## src/design/pfc_pkg.sv

```systemverilog
// Shared constants, types and helpers of the pressure frame centroid core.
package pfc_pkg;

  localparam int MAX_DIMENSION = 64;
  localparam int FORCE_BITS    = 12;
  localparam int FRACTION_BITS = 8;

  localparam int DIM_BITS      = $clog2(MAX_DIMENSION);
  localparam int SIZE_BITS     = DIM_BITS + 1;
  localparam int TOTAL_BITS    = 24;
  localparam int SUM_BITS      = 30;
  localparam int CENTROID_BITS = DIM_BITS + FRACTION_BITS;
  localparam int NUM_BITS      = SUM_BITS + FRACTION_BITS;
  localparam int ITER_BITS     = $clog2(CENTROID_BITS);
  localparam int INDEX_BITS    = 8;
  localparam int DATA_BITS     = 24;

  localparam int QUEUE_DEPTH   = 2;
  localparam int QPTR_BITS     = $clog2(QUEUE_DEPTH);

  localparam logic [SIZE_BITS-1:0]  COLUMNS_RESET = SIZE_BITS'(MAX_DIMENSION);
  localparam logic [SIZE_BITS-1:0]  ROWS_RESET    = SIZE_BITS'(MAX_DIMENSION);
  localparam logic [FORCE_BITS-1:0] TOUCH_RESET   = FORCE_BITS'(25);
  localparam logic [TOTAL_BITS-1:0] PRESS_RESET   = TOTAL_BITS'(50);

  typedef enum logic [INDEX_BITS-1:0] {
    REG_FRAME_COLUMNS   = 8'd0,
    REG_FRAME_ROWS      = 8'd1,
    REG_TOUCH_THRESHOLD = 8'd2,
    REG_PRESS_THRESHOLD = 8'd3
  } reg_index_e;

  typedef struct packed {
    logic [SIZE_BITS-1:0]  frame_columns;
    logic [SIZE_BITS-1:0]  frame_rows;
    logic [FORCE_BITS-1:0] touch_threshold;
    logic [TOTAL_BITS-1:0] press_threshold;
  } cfg_t;

  // Everything the back part needs to finish one frame.
  typedef struct packed {
    logic [SUM_BITS-1:0]   col_sum;
    logic [SUM_BITS-1:0]   row_sum;
    logic [TOTAL_BITS-1:0] total;
    logic [FORCE_BITS-1:0] peak;
    logic [DIM_BITS-1:0]   peak_col;
    logic [DIM_BITS-1:0]   peak_row;
  } frame_rec_t;

  // A size of zero acts as one, anything above the maximum as the maximum.
  function automatic logic [SIZE_BITS-1:0] effective_size(input logic [SIZE_BITS-1:0] v);
    logic [SIZE_BITS-1:0] r;
    if (v == '0) begin
      r = SIZE_BITS'(1);
    end else if (v > SIZE_BITS'(MAX_DIMENSION)) begin
      r = SIZE_BITS'(MAX_DIMENSION);
    end else begin
      r = v;
    end
    return r;
  endfunction

endpackage

```

## src/design/pfc_front.sv

```systemverilog
// Front part: accumulates force sums and the peak over the raster stream of one frame.
module pfc_front (
  input  logic                          clk_i,
  input  logic                          rst_ni,
  input  pfc_pkg::cfg_t                 cfg_i,
  input  logic [pfc_pkg::FORCE_BITS-1:0] force_sample_i,
  input  logic                          push_i,
  output logic                          full_o,
  input  logic                          q_full_i,
  output logic                          q_push_o,
  output pfc_pkg::frame_rec_t           q_rec_o
);
  import pfc_pkg::*;

  logic [DIM_BITS-1:0]   col_q, row_q;
  logic [TOTAL_BITS-1:0] total_q;
  logic [SUM_BITS-1:0]   col_sum_q, row_sum_q;
  logic [FORCE_BITS-1:0] peak_q;
  logic [DIM_BITS-1:0]   peak_col_q, peak_row_q;

  logic [SIZE_BITS-1:0]  cols, rows;
  logic                  last_col, last_row, last_cell, accept, peak_hit;
  logic [DIM_BITS-1:0]   y_pos;
  logic [FORCE_BITS+DIM_BITS-1:0] prod_x, prod_y;
  frame_rec_t            rec_d;

  always_comb begin
    cols      = effective_size(cfg_i.frame_columns);
    rows      = effective_size(cfg_i.frame_rows);
    last_col  = {1'b0, col_q} >= (cols - SIZE_BITS'(1));
    last_row  = {1'b0, row_q} >= (rows - SIZE_BITS'(1));
    last_cell = last_col && last_row;
    // Rows count from the bottom, so the first streamed row is the highest.
    y_pos     = last_row ? '0 : DIM_BITS'(rows - SIZE_BITS'(1) - {1'b0, row_q});
    prod_x    = force_sample_i * col_q;
    prod_y    = force_sample_i * y_pos;
    peak_hit  = force_sample_i > peak_q;

    rec_d.total    = total_q + TOTAL_BITS'(force_sample_i);
    rec_d.col_sum  = col_sum_q + SUM_BITS'(prod_x);
    rec_d.row_sum  = row_sum_q + SUM_BITS'(prod_y);
    rec_d.peak     = peak_hit ? force_sample_i : peak_q;
    rec_d.peak_col = peak_hit ? col_q : peak_col_q;
    rec_d.peak_row = peak_hit ? y_pos : peak_row_q;

    // Only the closing sample of a frame needs room in the queue.
    full_o   = q_full_i && last_cell;
    accept   = push_i && !full_o;
    q_push_o = accept && last_cell;
    q_rec_o  = rec_d;
  end

  always_ff @(posedge clk_i or negedge rst_ni) begin
    if (!rst_ni) begin
      col_q      <= '0;
      row_q      <= '0;
      total_q    <= '0;
      col_sum_q  <= '0;
      row_sum_q  <= '0;
      peak_q     <= '0;
      peak_col_q <= '0;
      peak_row_q <= '0;
    end else if (accept) begin
      if (last_cell) begin
        col_q      <= '0;
        row_q      <= '0;
        total_q    <= '0;
        col_sum_q  <= '0;
        row_sum_q  <= '0;
        peak_q     <= '0;
        peak_col_q <= '0;
        peak_row_q <= '0;
      end else begin
        total_q    <= rec_d.total;
        col_sum_q  <= rec_d.col_sum;
        row_sum_q  <= rec_d.row_sum;
        peak_q     <= rec_d.peak;
        peak_col_q <= rec_d.peak_col;
        peak_row_q <= rec_d.peak_row;
        if (last_col) begin
          col_q <= '0;
          row_q <= row_q + DIM_BITS'(1);
        end else begin
          col_q <= col_q + DIM_BITS'(1);
        end
      end
    end
  end

endmodule

```

## src/design/pfc_queue.sv

```systemverilog
// Short queue of finished frame records between the front and back parts.
module pfc_queue (
  input  logic                clk_i,
  input  logic                rst_ni,
  input  logic                push_i,
  input  pfc_pkg::frame_rec_t rec_i,
  output logic                full_o,
  input  logic                pop_i,
  output logic                empty_o,
  output pfc_pkg::frame_rec_t rec_o
);
  import pfc_pkg::*;

  frame_rec_t           mem_q [QUEUE_DEPTH];
  logic [QPTR_BITS-1:0] wr_ptr_q, rd_ptr_q;
  logic [QPTR_BITS:0]   count_q;
  logic                 do_push, do_pop;

  assign full_o  = count_q == (QPTR_BITS + 1)'(QUEUE_DEPTH);
  assign empty_o = count_q == '0;
  assign do_push = push_i && !full_o;
  assign do_pop  = pop_i && !empty_o;
  assign rec_o   = mem_q[rd_ptr_q];

  always_ff @(posedge clk_i) begin
    if (do_push) begin
      mem_q[wr_ptr_q] <= rec_i;
    end
  end

  always_ff @(posedge clk_i or negedge rst_ni) begin
    if (!rst_ni) begin
      wr_ptr_q <= '0;
      rd_ptr_q <= '0;
      count_q  <= '0;
    end else begin
      if (do_push) begin
        wr_ptr_q <= wr_ptr_q + QPTR_BITS'(1);
      end
      if (do_pop) begin
        rd_ptr_q <= rd_ptr_q + QPTR_BITS'(1);
      end
      if (do_push && !do_pop) begin
        count_q <= count_q + (QPTR_BITS + 1)'(1);
      end else if (do_pop && !do_push) begin
        count_q <= count_q - (QPTR_BITS + 1)'(1);
      end
    end
  end

endmodule

```

## src/design/pfc_back.sv

```systemverilog
// Back part: classifies a frame, runs both centroid divisions and holds the result.
module pfc_back (
  input  logic                             clk_i,
  input  logic                             rst_ni,
  input  pfc_pkg::cfg_t                    cfg_i,
  input  logic                             q_empty_i,
  input  pfc_pkg::frame_rec_t              q_rec_i,
  output logic                             q_pop_o,
  input  logic                             pop_i,
  output logic                             empty_o,
  output logic [pfc_pkg::CENTROID_BITS-1:0] centroid_column_o,
  output logic [pfc_pkg::CENTROID_BITS-1:0] centroid_row_o,
  output logic [pfc_pkg::TOTAL_BITS-1:0]    frame_total_o,
  output logic [pfc_pkg::FORCE_BITS-1:0]    peak_force_o,
  output logic [pfc_pkg::DIM_BITS-1:0]      peak_column_o,
  output logic [pfc_pkg::DIM_BITS-1:0]      peak_row_o,
  output logic                             touched_o,
  output logic                             pressed_o,
  output logic                             centroid_fresh_o
);
  import pfc_pkg::*;

  typedef enum logic [1:0] {
    B_IDLE,
    B_DIV,
    B_OUT
  } back_state_e;

  back_state_e            state_q;
  frame_rec_t             rec_q;
  logic                   touched_q, pressed_q, fresh_q;
  logic [TOTAL_BITS-1:0]  rem_col_q, rem_row_q;
  logic [CENTROID_BITS-1:0] low_col_q, low_row_q, quo_col_q, quo_row_q;
  logic [ITER_BITS-1:0]   iter_q;
  logic [CENTROID_BITS-1:0] held_col_q, held_row_q;
  logic                   out_valid_q;

  logic [NUM_BITS-1:0]    num_col, num_row;
  logic [TOTAL_BITS:0]    trial_col, trial_row, divisor;
  logic                   ge_col, ge_row;
  logic [TOTAL_BITS:0]    diff_col, diff_row;
  logic                   touched_in, pressed_in, fresh_in, slot_free, load_out;

  always_comb begin
    // The numerators are the weighted sums scaled by the fraction bits.
    num_col    = NUM_BITS'(q_rec_i.col_sum) << FRACTION_BITS;
    num_row    = NUM_BITS'(q_rec_i.row_sum) << FRACTION_BITS;
    touched_in = q_rec_i.peak >= cfg_i.touch_threshold;
    pressed_in = q_rec_i.total > cfg_i.press_threshold;
    fresh_in   = touched_in && (q_rec_i.total != '0);

    // One restoring step per cycle for each division.
    divisor   = {1'b0, rec_q.total};
    trial_col = {rem_col_q, low_col_q[CENTROID_BITS-1]};
    trial_row = {rem_row_q, low_row_q[CENTROID_BITS-1]};
    ge_col    = trial_col >= divisor;
    ge_row    = trial_row >= divisor;
    diff_col  = trial_col - divisor;
    diff_row  = trial_row - divisor;

    slot_free = !out_valid_q || pop_i;
    load_out  = (state_q == B_OUT) && slot_free;
    q_pop_o   = (state_q == B_IDLE) && !q_empty_i;
    empty_o   = !out_valid_q;
  end

  always_ff @(posedge clk_i or negedge rst_ni) begin
    if (!rst_ni) begin
      state_q           <= B_IDLE;
      rec_q             <= '0;
      touched_q         <= 1'b0;
      pressed_q         <= 1'b0;
      fresh_q           <= 1'b0;
      rem_col_q         <= '0;
      rem_row_q         <= '0;
      low_col_q         <= '0;
      low_row_q         <= '0;
      quo_col_q         <= '0;
      quo_row_q         <= '0;
      iter_q            <= '0;
      held_col_q        <= '0;
      held_row_q        <= '0;
      out_valid_q       <= 1'b0;
      centroid_column_o <= '0;
      centroid_row_o    <= '0;
      frame_total_o     <= '0;
      peak_force_o      <= '0;
      peak_column_o     <= '0;
      peak_row_o        <= '0;
      touched_o         <= 1'b0;
      pressed_o         <= 1'b0;
      centroid_fresh_o  <= 1'b0;
    end else begin
      out_valid_q <= load_out || (out_valid_q && !pop_i);
      case (state_q)
        B_IDLE: begin
          if (!q_empty_i) begin
            rec_q     <= q_rec_i;
            touched_q <= touched_in;
            pressed_q <= pressed_in;
            fresh_q   <= fresh_in;
            // The quotient never exceeds the centroid width, so the upper
            // part of the numerator is already below the divisor.
            rem_col_q <= TOTAL_BITS'(num_col[NUM_BITS-1:CENTROID_BITS]);
            rem_row_q <= TOTAL_BITS'(num_row[NUM_BITS-1:CENTROID_BITS]);
            low_col_q <= num_col[CENTROID_BITS-1:0];
            low_row_q <= num_row[CENTROID_BITS-1:0];
            iter_q    <= '0;
            state_q   <= fresh_in ? B_DIV : B_OUT;
          end
        end
        B_DIV: begin
          rem_col_q <= ge_col ? diff_col[TOTAL_BITS-1:0] : trial_col[TOTAL_BITS-1:0];
          rem_row_q <= ge_row ? diff_row[TOTAL_BITS-1:0] : trial_row[TOTAL_BITS-1:0];
          low_col_q <= low_col_q << 1;
          low_row_q <= low_row_q << 1;
          quo_col_q <= {quo_col_q[CENTROID_BITS-2:0], ge_col};
          quo_row_q <= {quo_row_q[CENTROID_BITS-2:0], ge_row};
          iter_q    <= iter_q + ITER_BITS'(1);
          if (iter_q == ITER_BITS'(CENTROID_BITS - 1)) begin
            held_col_q <= {quo_col_q[CENTROID_BITS-2:0], ge_col};
            held_row_q <= {quo_row_q[CENTROID_BITS-2:0], ge_row};
            state_q    <= B_OUT;
          end
        end
        B_OUT: begin
          if (slot_free) begin
            centroid_column_o <= held_col_q;
            centroid_row_o    <= held_row_q;
            frame_total_o     <= rec_q.total;
            peak_force_o      <= rec_q.peak;
            peak_column_o     <= rec_q.peak_col;
            peak_row_o        <= rec_q.peak_row;
            touched_o         <= touched_q;
            pressed_o         <= pressed_q;
            centroid_fresh_o  <= fresh_q;
            state_q           <= B_IDLE;
          end
        end
        default: begin
          state_q <= B_IDLE;
        end
      endcase
    end
  end

endmodule

```

## src/design/pressure_frame_centroid_core.sv

```systemverilog
// Top level of the pressure frame centroid core: configuration registers and the two parts.
//
// The core takes one force sample per clock cycle in raster order, top row first, and
// gives one result per frame. The front part accumulates the total force, both
// force-weighted position sums and the peak at a full sample a cycle; push is held off
// only on the closing sample of a frame, and only while the two-entry frame queue is
// full. The back part takes a frame from the queue, runs the two centroid divisions side
// by side (one quotient bit per cycle each) when the centroid is recomputed, and then
// moves the result into the output register; frames with at least as many samples as
// that takes stream without a stall while results are popped. Configuration is written
// with cfg_valid_i and is always accepted; it should only change while no frame is in
// progress or waiting.
module pressure_frame_centroid_core (
  input  logic                             clk_i,
  input  logic                             rst_ni,
  input  logic                             cfg_valid_i,
  output logic                             cfg_ready_o,
  input  logic [pfc_pkg::INDEX_BITS-1:0]    cfg_index_i,
  input  logic [pfc_pkg::DATA_BITS-1:0]     cfg_data_i,
  input  logic                             push,
  output logic                             full,
  input  logic [pfc_pkg::FORCE_BITS-1:0]    force_sample_i,
  output logic                             empty,
  input  logic                             pop,
  output logic [pfc_pkg::CENTROID_BITS-1:0] centroid_column_o,
  output logic [pfc_pkg::CENTROID_BITS-1:0] centroid_row_o,
  output logic [pfc_pkg::TOTAL_BITS-1:0]    frame_total_o,
  output logic [pfc_pkg::FORCE_BITS-1:0]    peak_force_o,
  output logic [pfc_pkg::DIM_BITS-1:0]      peak_column_o,
  output logic [pfc_pkg::DIM_BITS-1:0]      peak_row_o,
  output logic                             touched_o,
  output logic                             pressed_o,
  output logic                             centroid_fresh_o
);
  import pfc_pkg::*;

  cfg_t       cfg_q;
  logic       q_push, q_pop, q_full, q_empty;
  frame_rec_t rec_in, rec_out;

  assign cfg_ready_o = 1'b1;

  always_ff @(posedge clk_i or negedge rst_ni) begin
    if (!rst_ni) begin
      cfg_q.frame_columns   <= COLUMNS_RESET;
      cfg_q.frame_rows      <= ROWS_RESET;
      cfg_q.touch_threshold <= TOUCH_RESET;
      cfg_q.press_threshold <= PRESS_RESET;
    end else if (cfg_valid_i && cfg_ready_o) begin
      case (cfg_index_i)
        REG_FRAME_COLUMNS:   cfg_q.frame_columns   <= cfg_data_i[SIZE_BITS-1:0];
        REG_FRAME_ROWS:      cfg_q.frame_rows      <= cfg_data_i[SIZE_BITS-1:0];
        REG_TOUCH_THRESHOLD: cfg_q.touch_threshold <= cfg_data_i[FORCE_BITS-1:0];
        REG_PRESS_THRESHOLD: cfg_q.press_threshold <= cfg_data_i[TOTAL_BITS-1:0];
        default: begin
        end
      endcase
    end
  end

  pfc_front u_front (
    .clk_i          (clk_i),
    .rst_ni         (rst_ni),
    .cfg_i          (cfg_q),
    .force_sample_i (force_sample_i),
    .push_i         (push),
    .full_o         (full),
    .q_full_i       (q_full),
    .q_push_o       (q_push),
    .q_rec_o        (rec_in)
  );

  pfc_queue u_queue (
    .clk_i   (clk_i),
    .rst_ni  (rst_ni),
    .push_i  (q_push),
    .rec_i   (rec_in),
    .full_o  (q_full),
    .pop_i   (q_pop),
    .empty_o (q_empty),
    .rec_o   (rec_out)
  );

  pfc_back u_back (
    .clk_i             (clk_i),
    .rst_ni            (rst_ni),
    .cfg_i             (cfg_q),
    .q_empty_i         (q_empty),
    .q_rec_i           (rec_out),
    .q_pop_o           (q_pop),
    .pop_i             (pop),
    .empty_o           (empty),
    .centroid_column_o (centroid_column_o),
    .centroid_row_o    (centroid_row_o),
    .frame_total_o     (frame_total_o),
    .peak_force_o      (peak_force_o),
    .peak_column_o     (peak_column_o),
    .peak_row_o        (peak_row_o),
    .touched_o         (touched_o),
    .pressed_o         (pressed_o),
    .centroid_fresh_o  (centroid_fresh_o)
  );

endmodule

```

## config.mk

```make
export PLATFORM = sky130hd
export DESIGN_NAME = pressure_frame_centroid_core
export DESIGN_NICKNAME = d
export VERILOG_FILES = /design/src/design/pfc_pkg.sv /design/src/design/pfc_front.sv /design/src/design/pfc_queue.sv /design/src/design/pfc_back.sv /design/src/design/pressure_frame_centroid_core.sv
export SDC_FILE = /design/constraint.sdc
export NUM_CORES = 1
export LEC_CHECK = 0
export BUFFER_PORTS_ARGS = -buffer_cell sky130_fd_sc_hd__buf_2
export CAP_MARGIN = 20
export CORE_ASPECT_RATIO = 1.25
export CORE_MARGIN = 2
export CORE_UTILIZATION = 55
export CTS_BUF_LIST = sky130_fd_sc_hd__clkbuf_4 sky130_fd_sc_hd__clkbuf_8
export DETAILED_ROUTE_END_ITERATION = 8
export PLACE_DENSITY = 0.73
export SLEW_MARGIN = 0
export SYNTH_ARGS = -nofsm -noshare
export SYNTH_HDL_FRONTEND = slang
export SYNTH_SLANG_ARGS = --single-unit
```

## constraint.sdc

```tcl
create_clock -name clk_i -period 9.01 [get_ports clk_i]
set_input_delay 0 -clock clk_i [delete_from_list [all_inputs] [get_ports clk_i]]
set_output_delay 0 -clock clk_i [all_outputs]
set_load 0.01 [all_outputs]
```

== Word level (Yosys, flattened, before mapping) ==
Memory sizes are Yosys's and may differ from the RTL's.
Index checks and enable logic that the tools add are counted.

* Add/sub/neg operators: 15
* Multipliers: 2
* Div/mod/pow operators: 0
* Magnitude comparators: 9
* Equal/unequal tests: 10
* Shift operators: 0
* Mux-type cells: 39
* Bitwise logic cells: 1
* Reductions and logical operators: 40

{| class="wikitable"
|+ Operators with widths
! operator !! count
|-
| 24-bit two-way mux || 5
|-
| 24-bit one-hot mux with 2 select lines || 2
|-
| 30-bit by 18-bit adder with 30-bit output || 2
|-
| 30-bit two-way mux || 2
|-
| 14-bit one-hot mux with 2 select lines || 2
|-
| 6-bit two-way mux || 9
|-
| 25-bit by 24-bit greater-or-equal comparator with 1-bit output || 2
|-
| 24-bit subtractor || 2
|-
| 12-bit by 6-bit multiplier with 18-bit output || 2
|-
| 14-bit two-way mux || 2
|-
| 7-bit two-way mux || 4
|-
| 24-bit by 12-bit adder with 24-bit output || 1
|-
| 24-bit > comparator || 1
|-
| 12-bit two-way mux || 2
|-
| 24-bit nonzero test || 1
|-
| 2-bit AND reduction || 9
|-
| 8-bit by 2-bit == test with 1-bit output (second input constant) || 2
|-
| 6-bit by 7-bit greater-or-equal comparator with 1-bit output || 2
|-
| 7-bit > comparator (second input constant) || 2
|-
| 7-bit logical NOT || 2
|-
| 7-bit by 1-bit subtractor with 7-bit output (second input constant) || 2
|-
| 6-bit by 1-bit adder with 6-bit output (second input constant) || 2
|-
| 12-bit greater-or-equal comparator || 1
|-
| 12-bit > comparator || 1
|-
| other kinds (24) || 54
|}

* Register bits after elaboration: 441
* Latch bits: 0
* Bits in writable memories: 216
* ROM bits: 0
* Input bits: 49
* Output and inout port bits: 82
* Word-level logic and storage cells: 159
* Memories kept: 1

{| class="wikitable"
|+ Memories
! name !! words !! width !! read ports !! clocked after memory_dff !! wr ports !! RTL line !! text
|-
| u_queue.mem_q || 2 || 108 || 1 || 0 || 1 || pfc_queue.sv:14 || <nowiki>frame_rec_t mem_q [QUEUE_DEPTH];</nowiki>
|}

== Depth between registers and ports, before layout ==
Gate-level depths: netlist (run 1).

* Word-level depth: 15
* Mapped depth: 34
* Depth with buffers taken out: 32

== Modules after synthesis ==
From an unflattened synthesis (run 1), not the netlist that was laid out.

* Cell total of the unflattened synthesis: 3372
* Area total of the unflattened synthesis: 36874.1 um^2

{| class="wikitable"
|+ Modules (own cells, without submodules)
! module !! times used !! cells each !! area each (um^2) !! seq. area each (um^2)
|-
| pfc_back || 1 || 1467 || 13878.3 || 6281.0
|-
| pfc_front || 1 || 1437 || 12944.9 || 3002.9
|-
| pfc_queue || 1 || 355 || 8015.2 || 6586.3
|-
| pressure_frame_centroid_core || 1 || 113 || 2035.7 || 1261.2
|}

== Least setup slack after synthesis (run 1) ==
Ideal clock, no wire load.

* Path type: reg-to-reg
* Start: register cfg_q[39] (netlist name)
* End: memory u_queue.mem_q[0][0] (netlist name) (enable)
* Setup time: 576 ps
* Arrival: 7502 ps
* Data required time: 8434 ps
* Slack: 932 ps
* Stages on the path, launching flop included: 17
* Buffers on the path: 2
* Clock period less this slack: 8078 ps
* Cells stage by stage: dfrtp_1 nor3_1 a21oi_1 nor2_1 inv_1 ha_1 inv_1 ha_1 a21o_1 a21o_1 a2111oi_2 or4_1 buf_4 o31a_1 buf_2 nand2_2 nor2_1

* Longest elaborated chain between the ends: 13
* Elaborated cells between the ends (all ways): 14
* Those cells by class: add/sub: 1; order compare: 2; mux: 4; reduce/logical: 7

{| class="wikitable"
|+ RTL lines
! item !! RTL line !! text
|-
| from (decl) || pressure_frame_centroid_core.sv:37 || <nowiki>cfg_t cfg_q;</nowiki>
|-
| 7-bit > comparator || pfc_pkg.sv:55 || <nowiki>end else if (v > SIZE_BITS'(MAX_DIMENSION)) begin</nowiki>
|-
| 7-bit two-way mux || pfc_pkg.sv:55 ||
|-
| 7-bit two-way mux * || pfc_pkg.sv:53 || <nowiki>if (v == '0) begin</nowiki>
|-
| 7-bit by 1-bit subtractor with 7-bit output * || pfc_front.sv:31 || <nowiki>last_row = {1'b0, row_q} >= (rows - SIZE_BITS'(1));</nowiki>
|-
| 6-bit by 7-bit greater-or-equal comparator with 1-bit output * || pfc_front.sv:31 ||
|-
| 1-bit logical AND * || pfc_front.sv:32 || <nowiki>last_cell = last_col && last_row;</nowiki>
|-
| 1-bit logical AND || pfc_front.sv:47 || <nowiki>full_o = q_full_i && last_cell;</nowiki>
|-
| 1-bit logical NOT || pfc_front.sv:48 || <nowiki>accept = push_i && !full_o;</nowiki>
|-
| 1-bit logical AND || pfc_front.sv:48 ||
|-
| 1-bit logical AND * || pfc_front.sv:49 || <nowiki>q_push_o = accept && last_cell;</nowiki>
|-
| 1-bit logical AND * || pfc_queue.sv:21 || <nowiki>assign do_push = push_i && !full_o;</nowiki>
|-
| 1-bit two-way mux * || pfc_queue.sv:26 || <nowiki>if (do_push) begin</nowiki>
|-
| 1-bit two-way mux (not written as such) * || pfc_queue.sv:27 || <nowiki>mem_q[wr_ptr_q] <= rec_i;</nowiki>
|-
| to (decl) || pfc_queue.sv:14 ||
|}

Every way passes the cells marked *; elsewhere a longest branch is shown, timed or not.

==> impl_metrics.json, run 1 <==
{
  "crit_required_ns": 9.48,
  "dieArea_um2": 67800,
  "netlist_top_cells_area": "sky130_fd_sc_hd__dfrtp_1 29%, sky130_fd_sc_hd__edfxtp_1 18%, sky130_fd_sc_hd__ha_1 7.0%",
  "netlist.top_cell.by_area": "sky130_fd_sc_hd__dfrtp_1",
  "clockBufferDepth": 3,
  "tritoncts_num_sinks": 641,
  "cp.arrival_ns": 8.83,
  "area.growth.synth_to_final_pct": 11.9,
  "seq_cells_post_synth": 641,
  "timing.final.hold_violations": 0,
  "sum_of_negative_setup_slack_ns": 0,
  "postSynthAreaPerCell_um2": 10.9,
  "end_kind": "register",
  "grt_start_max_net_pins": 134,
  "first_global_vias": 25300,
  "grt_overflow": 0,
  "via_per_inst": 5.68,
  "numCtsBuffers": 101,
  "detailroute.via_count": 25200,
  "clkTransAtPathRegs_ns": 0.06,
  "area.sequential_um2": 17100,
  "critical_path.max_fanout": 13,
  "fp.dieW_um": 233,
  "rr_endpoint": "u_queue.mem_q[0][69]",
  "globalRouteTotalUtil_pct": 26.0,
  "grt_setup_unrepaired": "no",
  "grt_pass1_wl_um": 137000,
  "start_kind": "register",
  "core_region_area_um2": 65300,
  "r2r.worst_path.cells": 29,
  "layout_min_cycle_time_ns": 8.36,
  "netlist_instances": 3317,
  "yosysUniqueCellTypes": 83,
  "timing.reg2reg.setup_slack_ns": 0.65,
  "synth_edf_count": 216,
  "finalMaxSlewViolations": 0,
  "insertion_delay_ns": 0.74,
  "status": "finished clean",
  "slew-limit-headroom_pct": 26.2,
  "route.antenna.remaining_nets": 0,
  "place.detailed.hpwl_um": 59400,
  "synth.cell_area_um2": 36100,
  "number_of_detailed_route_iterations_in_the_first_pass": 5,
  "synthesis.nets": 3684,
  "fraction_of_layout_instances_using_a_drive_strength_above_1_pct": 15.7,
  "wl_per_cell_um": 19.4,
  "num-nets-final": 3853,
  "timing.fmax_ghz": 0.120,
  "origin_of_the_worst_setup_path": "cfg_q[39]",
  "place.port_buffers": 129,
  "path_class": "reg -> reg",
  "synth_largest_type_area_fraction_pct": 28.9,
  "ys_seq_area_share_pct": 47.4,
  "hold-worst-slack_ns": 0.0736,
  "postSynth.asyncResetShare_pct": 66.3,
  "layout.core_utilization_pct": 61.9,
  "cts_tree": "done",
  "synth-warning-count": 0,
  "drc": 0,
  "h_tree_levels": 3,
  "post_synth_most_frequent_cells": "420 x sky130_fd_sc_hd__nand2_1, 417 x sky130_fd_sc_hd__dfrtp_1, 283 x sky130_fd_sc_hd__inv_1",
  "place_congestion": 0.883,
  "multiInputGateArea_um2": 17200,
  "timing.final.setup_violations": 0,
  "floorplan.initialDensity_pct": 55.3,
  "min-delay-path-class": "in -> reg",
  "num_io_pins": 131,
  "detailedRoute.firstIterationViolations": 1918,
  "cap_viol_max_count": 0,
  "finClkSkew_ns": 0.0435,
  "dieHeight_um": 291,
  "dominantRegCellSynth": "sky130_fd_sc_hd__dfrtp_1",
  "post-synth-top-count-cell": "sky130_fd_sc_hd__nand2_1",
  "final_wirelength_um": 86000,
  "cp_slowest_cell": "sky130_fd_sc_hd__nor4_2",
  "clock_tree.root_cell": "sky130_fd_sc_hd__clkbuf_8",
  "max_slew.worst_pin.slew_ns": 1.10,
  "antenna_violations_before_repair": 4,
  "fillCellCount": 5205,
  "min_period_over_period_pct": 92.8,
  "crit-reg2reg-launch": "cfg_q[39]",
  "cp_slowest_stage_delay_ns": 0.88,
  "cp-endpoint": "u_queue.mem_q[0][69]",
  "std_cell_rows": 105
}
==> worst min-delay path by stage <==
stage                        from                  endpoint  slack (ns)  depth (start not counted)
2_1_floorplan              rst_ni                  cfg_q[0]       -0.30                          0
3_3_place_gp               rst_ni  u_back.centroid_row_o[9]        0.14                          1
3_5_place_dp               rst_ni  u_back.centroid_row_o[9]        0.15                          1
4_1_cts        force_sample_i[11]      u_queue.mem_q[0][23]       0.005                          2
5_1_grt        force_sample_i[10]      u_queue.mem_q[1][22]        0.05                          2
6_report       force_sample_i[10]      u_queue.mem_q[0][22]        0.07                          2
==> stage by stage <==
| step | area, um2 | instances | setup slack, ns |
|---|---|---|---|
| finish | 40400 | 4429 | 0.649 |
| global route | 40400 | 4429 | 0.100 |
| CTS | 40400 | 4428 | 0.616 |
| detailed placement | 37400 | 4170 | 0.652 |
| global placement | 37400 | 4169 | 0.772 |
| floorplan | 36100 | 3317 | 0.932 |
==> placed cells by master, fill, tap and decap left out, types with 15 or more instances in the layout <==
cell                            count
sky130_fd_sc_hd__nand2b_1          26
sky130_fd_sc_hd__edfxtp_1         216
sky130_fd_sc_hd__mux2_2           175
sky130_fd_sc_hd__o21ai_0          189
sky130_fd_sc_hd__nor3_1            30
sky130_fd_sc_hd__clkbuf_8         121
sky130_fd_sc_hd__nand4_1           28
sky130_fd_sc_hd__dfrtp_1          416
sky130_fd_sc_hd__nand2_1          419
sky130_fd_sc_hd__buf_4             22
sky130_fd_sc_hd__o21bai_1          15
sky130_fd_sc_hd__clkbuf_4          30
sky130_fd_sc_hd__nand3_1           43
sky130_fd_sc_hd__a21oi_1          122
sky130_fd_sc_hd__xor2_1            46
sky130_fd_sc_hd__a22o_1            57
sky130_fd_sc_hd__a31oi_1           43
sky130_fd_sc_hd__nor2b_1           18
sky130_fd_sc_hd__mux2i_1          106
sky130_fd_sc_hd__and3_1            22
sky130_fd_sc_hd__and2_1            74
sky130_fd_sc_hd__inv_1            283
sky130_fd_sc_hd__xnor2_1           74
sky130_fd_sc_hd__a21o_1            50
sky130_fd_sc_hd__o21a_1            27
sky130_fd_sc_hd__buf_2            128
sky130_fd_sc_hd__a211oi_1          36
sky130_fd_sc_hd__o211ai_1          31
sky130_fd_sc_hd__fa_1             116
sky130_fd_sc_hd__ha_1             202
sky130_fd_sc_hd__dlygate4sd3_1     68
sky130_fd_sc_hd__nor2_1           131
==> layer usage <==
metal | wire (um) | vias up | part of all wire (%) | track usage [%]
met3 | 4960 | 159 | 5.8 | 4.33
met2 | 41000 | 693 | 48 | 42.3
met5 | 32 | - | 0.037 | 0
li1 | - | 11900 | - | -
met4 | 3230 | 4 | 3.8 | 11.1
met1 | 36800 | 12400 | 43 | 34.3
==> layout make-up <==
class / count / share of cell area [%]
Clock inverter: 38 / 0.978
Multi-Input combinational cell: 2233 / 42.7
Inverter: 286 / 2.66
Sequential cell: 641 / 42.4
Clock buffer: 151 / 4.68
Timing Repair Buffer: 223 / 3.93
Antenna cell: 1 / 0.00619
Tap cell: 856 / 2.65
==> registers in the layout, summed over array words and instances, names as in the netlist, 12 cells and up <==
| register | count |
|---|---|
| cfg_q | 50 |
| u_back.centroid_column_o | 14 |
| u_back.centroid_row_o | 14 |
| u_back.divisor | 24 |
| u_back.frame_total_o | 24 |
| u_back.held_col_q | 14 |
| u_back.held_row_q | 14 |
| u_back.peak_force_o | 12 |
| u_back.quo_col_q | 13 |
| u_back.quo_row_q | 13 |
| u_back.rec_q | 24 |
| u_back.rem_col_q | 24 |
| u_back.rem_row_q | 24 |
| u_front.col_sum_q | 30 |
| u_front.peak_q | 12 |
| u_front.row_sum_q | 30 |
| u_front.total_q | 24 |
| u_queue.mem_q | 216 |
==> cell families (layout without fill, tap and decap cells) <==
kind of cell | count (synthesis) | count (layout) | share of synthesized area [%]
AO/OA/AOI/OAI | 659 | 659 | 12.0
XOR/XNOR | 120 | 120 | 2.91
adder cells (fa/ha/maj) | 318 | 318 | 13.4
buffers and inverters | 443 | 698 | 4.96
flip-flops | 641 | 641 | 47.4
multiplexers | 281 | 281 | 8.39
other | 1 | 2 | 0.0104
AND/OR/NAND/NOR | 854 | 854 | 10.9
==> worst max-delay path, delay by kind of cell (launching register included) <==
family	cells	cell delay (ns)
adders and majority gates	7	3.00
and+or+nand+nor	6	2.29
AOI/OAI and AO/OA	11	2.01
DFF	1	0.43
buffers and inverters	4	0.21
xor gates and xnor gates	1	0.14
==> repair_timing <==
action | in CTS | in global routing
buffers inserted | 0 | 0
gates resized for setup | 0 | 0
endpoints found under the hold margin | 204 | 0
hold buffers | 69 | 0
Power of run 1 is left out: the tool's default activity adds up to more than one toggle a clock period on the data nets, which glitch-free logic cannot reach.
==> inputs of run 2 (changes only) <==
- CORE_UTILIZATION: 55 -> 65
- CTS_CLUSTER_SIZE: unset -> 10
- PLACE_DENSITY: 0.73 -> 0.84
==> run 2 against run 1 <==
Against the previous run: register-to-register slack got worse by 0.15 ns; sequential share of layout area is 0.53 points higher; setup slack got worse by 0.15 ns; fmax fell by 1.7%; critical path depth grew 1; clock skew up 0.016 ns; non-clock buffer count fell by 13; design area decreased by 1.2%; first-iteration DRC count grew 15%; largest cell class unchanged.
==> impl_metrics.json, run 2 (synthesis results as in run 1) <==
{
  "number_of_buffers_inserted_to_repair_setup_after_cts": 0,
  "area.sequential_um2": 17100,
  "start_kind": "register",
  "clock_tree.root_cell": "sky130_fd_sc_hd__clkbuf_8",
  "core_region_area_um2": 54900,
  "route.antenna.remaining_nets": 0,
  "drc": 0,
  "detailroute.via_count": 26100,
  "numCtsBuffers": 95,
  "placedInstanceArea_um2": 37200,
  "clkTransAtPathRegs_ns": 0.06,
  "cp.arrival_ns": 8.93,
  "cts_tree": "done",
  "timing.final.hold_violations": 0,
  "reg.largest.list": "u_queue.mem_q (216), cfg_q (50)",
  "crit_family": "adder cells",
  "fp.dieW_um": 215,
  "insertion_delay_ns": 0.72,
  "grt_start_max_net_pins": 161,
  "end_kind": "register",
  "final_common_cell": "sky130_fd_sc_hd__nand2_1",
  "place.detailed.hpwl_um": 62100,
  "clockBufferDepth": 3,
  "globalRouteTotalUtil_pct": 31.7,
  "std_cell_rows": 96,
  "setup_slack_ns": 0.504,
  "cap_viol_max_count": 0,
  "min_period_over_period_pct": 94.4,
  "tritoncts_num_sinks": 641,
  "timing.final.setup_violations": 0,
  "place_congestion": 0.946,
  "number_of_detailed_route_iterations_in_the_first_pass": 5,
  "detailedRoute.firstIterationViolations": 2198,
  "path_buf_inv": 5,
  "finalMaxSlewViolations": 0,
  "status": "finished clean",
  "antenna_violations_before_repair": 3,
  "multiInputGateArea_um2": 17200,
  "min-delay-path-class": "in -> reg",
  "num_io_pins": 131,
  "crit_required_ns": 9.43,
  "place.port_buffers": 129,
  "dieHeight_um": 268,
  "first_global_vias": 26900,
  "area.growth.synth_to_final_pct": 10.5,
  "grt_overflow": 0,
  "critical_path.max_fanout": 13,
  "final_wirelength_um": 89800,
  "fillCellCount": 3655,
  "cp_slowest_stage_delay_ns": 0.66,
  "cp_slowest_cell": "sky130_fd_sc_hd__nor2_1",
  "largest_register_ffs": 216,
  "timing.fmax_ghz": 0.118,
  "wl_per_cell_um": 20.9,
  "h_tree_levels": 3,
  "sum_of_negative_setup_slack_ns": 0,
  "layout_common_cells": "419 x sky130_fd_sc_hd__nand2_1, 416 x sky130_fd_sc_hd__dfrtp_1, 283 x sky130_fd_sc_hd__inv_1",
  "floorplan.initialDensity_pct": 65.8,
  "fraction_of_layout_instances_using_a_drive_strength_above_1_pct": 15.7,
  "grt_setup_unrepaired": "no",
  "slew-limit-headroom_pct": 26.1,
  "dieArea_um2": 57500,
  "num-nets-final": 3834,
  "path_class": "reg -> reg",
  "grt_pass1_wl_um": 144000,
  "via_per_inst": 6.09,
  "top_register_by_number_of_flip_flops": "u_queue.mem_q",
  "layout_min_cycle_time_ns": 8.51,
  "postLayoutCellArea_um2": 39900,
  "max_slew.worst_pin.slew_ns": 1.11,
  "finClkSkew_ns": 0.0597,
  "place_ws_ns": 0.504
}
run 2: timing repair:
| action | CTS | global route |
|---|---|---|
| gates resized for setup | 0 | 0 |
| endpoints found under the hold margin | 189 | 0 |
| hold buffers | 54 | 0 |
run 2: layer usage:
layer / part of all wire (%) / GRT usage (%)
met1: 40 / 40.1
met2: 49 / 53.7
met5: 0 / 0
met4: 4.6 / 15.7
met3: 6.9 / 5.04
run 2: worst paths after layout:
kind,cells after the start,start,end,slack (ns)
worst max-delay path,30,cfg_q[39],u_queue.mem_q[1][69],0.50
worst min-delay path,2,force_sample_i[7],u_queue.mem_q[0][19],0.05
worst max register to register,30,cfg_q[39],u_queue.mem_q[1][69],0.50
worst min register to register,2,u_back.rec_q[14],u_back.rec_q[14],0.48
max in group asynchronous,6,rst_ni,u_back.rem_col_q[12],7.00
min in group asynchronous,3,rst_ni,u_back.low_row_q[8],0.27
run 2: per-stage QoR:
step,cells,hold slack (ns),util (%)
after detailed placement,4047,0.126,67.8
after floorplan,3317,-0.296,-
final,4286,0.0498,72.7
after global placement,4047,0.107,67.8
after global routing,4284,0.0493,72.7
after CTS,4279,0.00334,72.6
run 2: layout make-up:
cell class / instances / area share [%]
Multi-Input combinational cell: 2233 / 43.2
Clock inverter: 31 / 0.677
Sequential cell: 641 / 42.9
Timing Repair Buffer: 210 / 3.73
Antenna cell: 3 / 0.0188
Clock buffer: 147 / 4.44
Tap cell: 735 / 2.30
Inverter: 286 / 2.70
Power of run 2 is left out for the same reason.
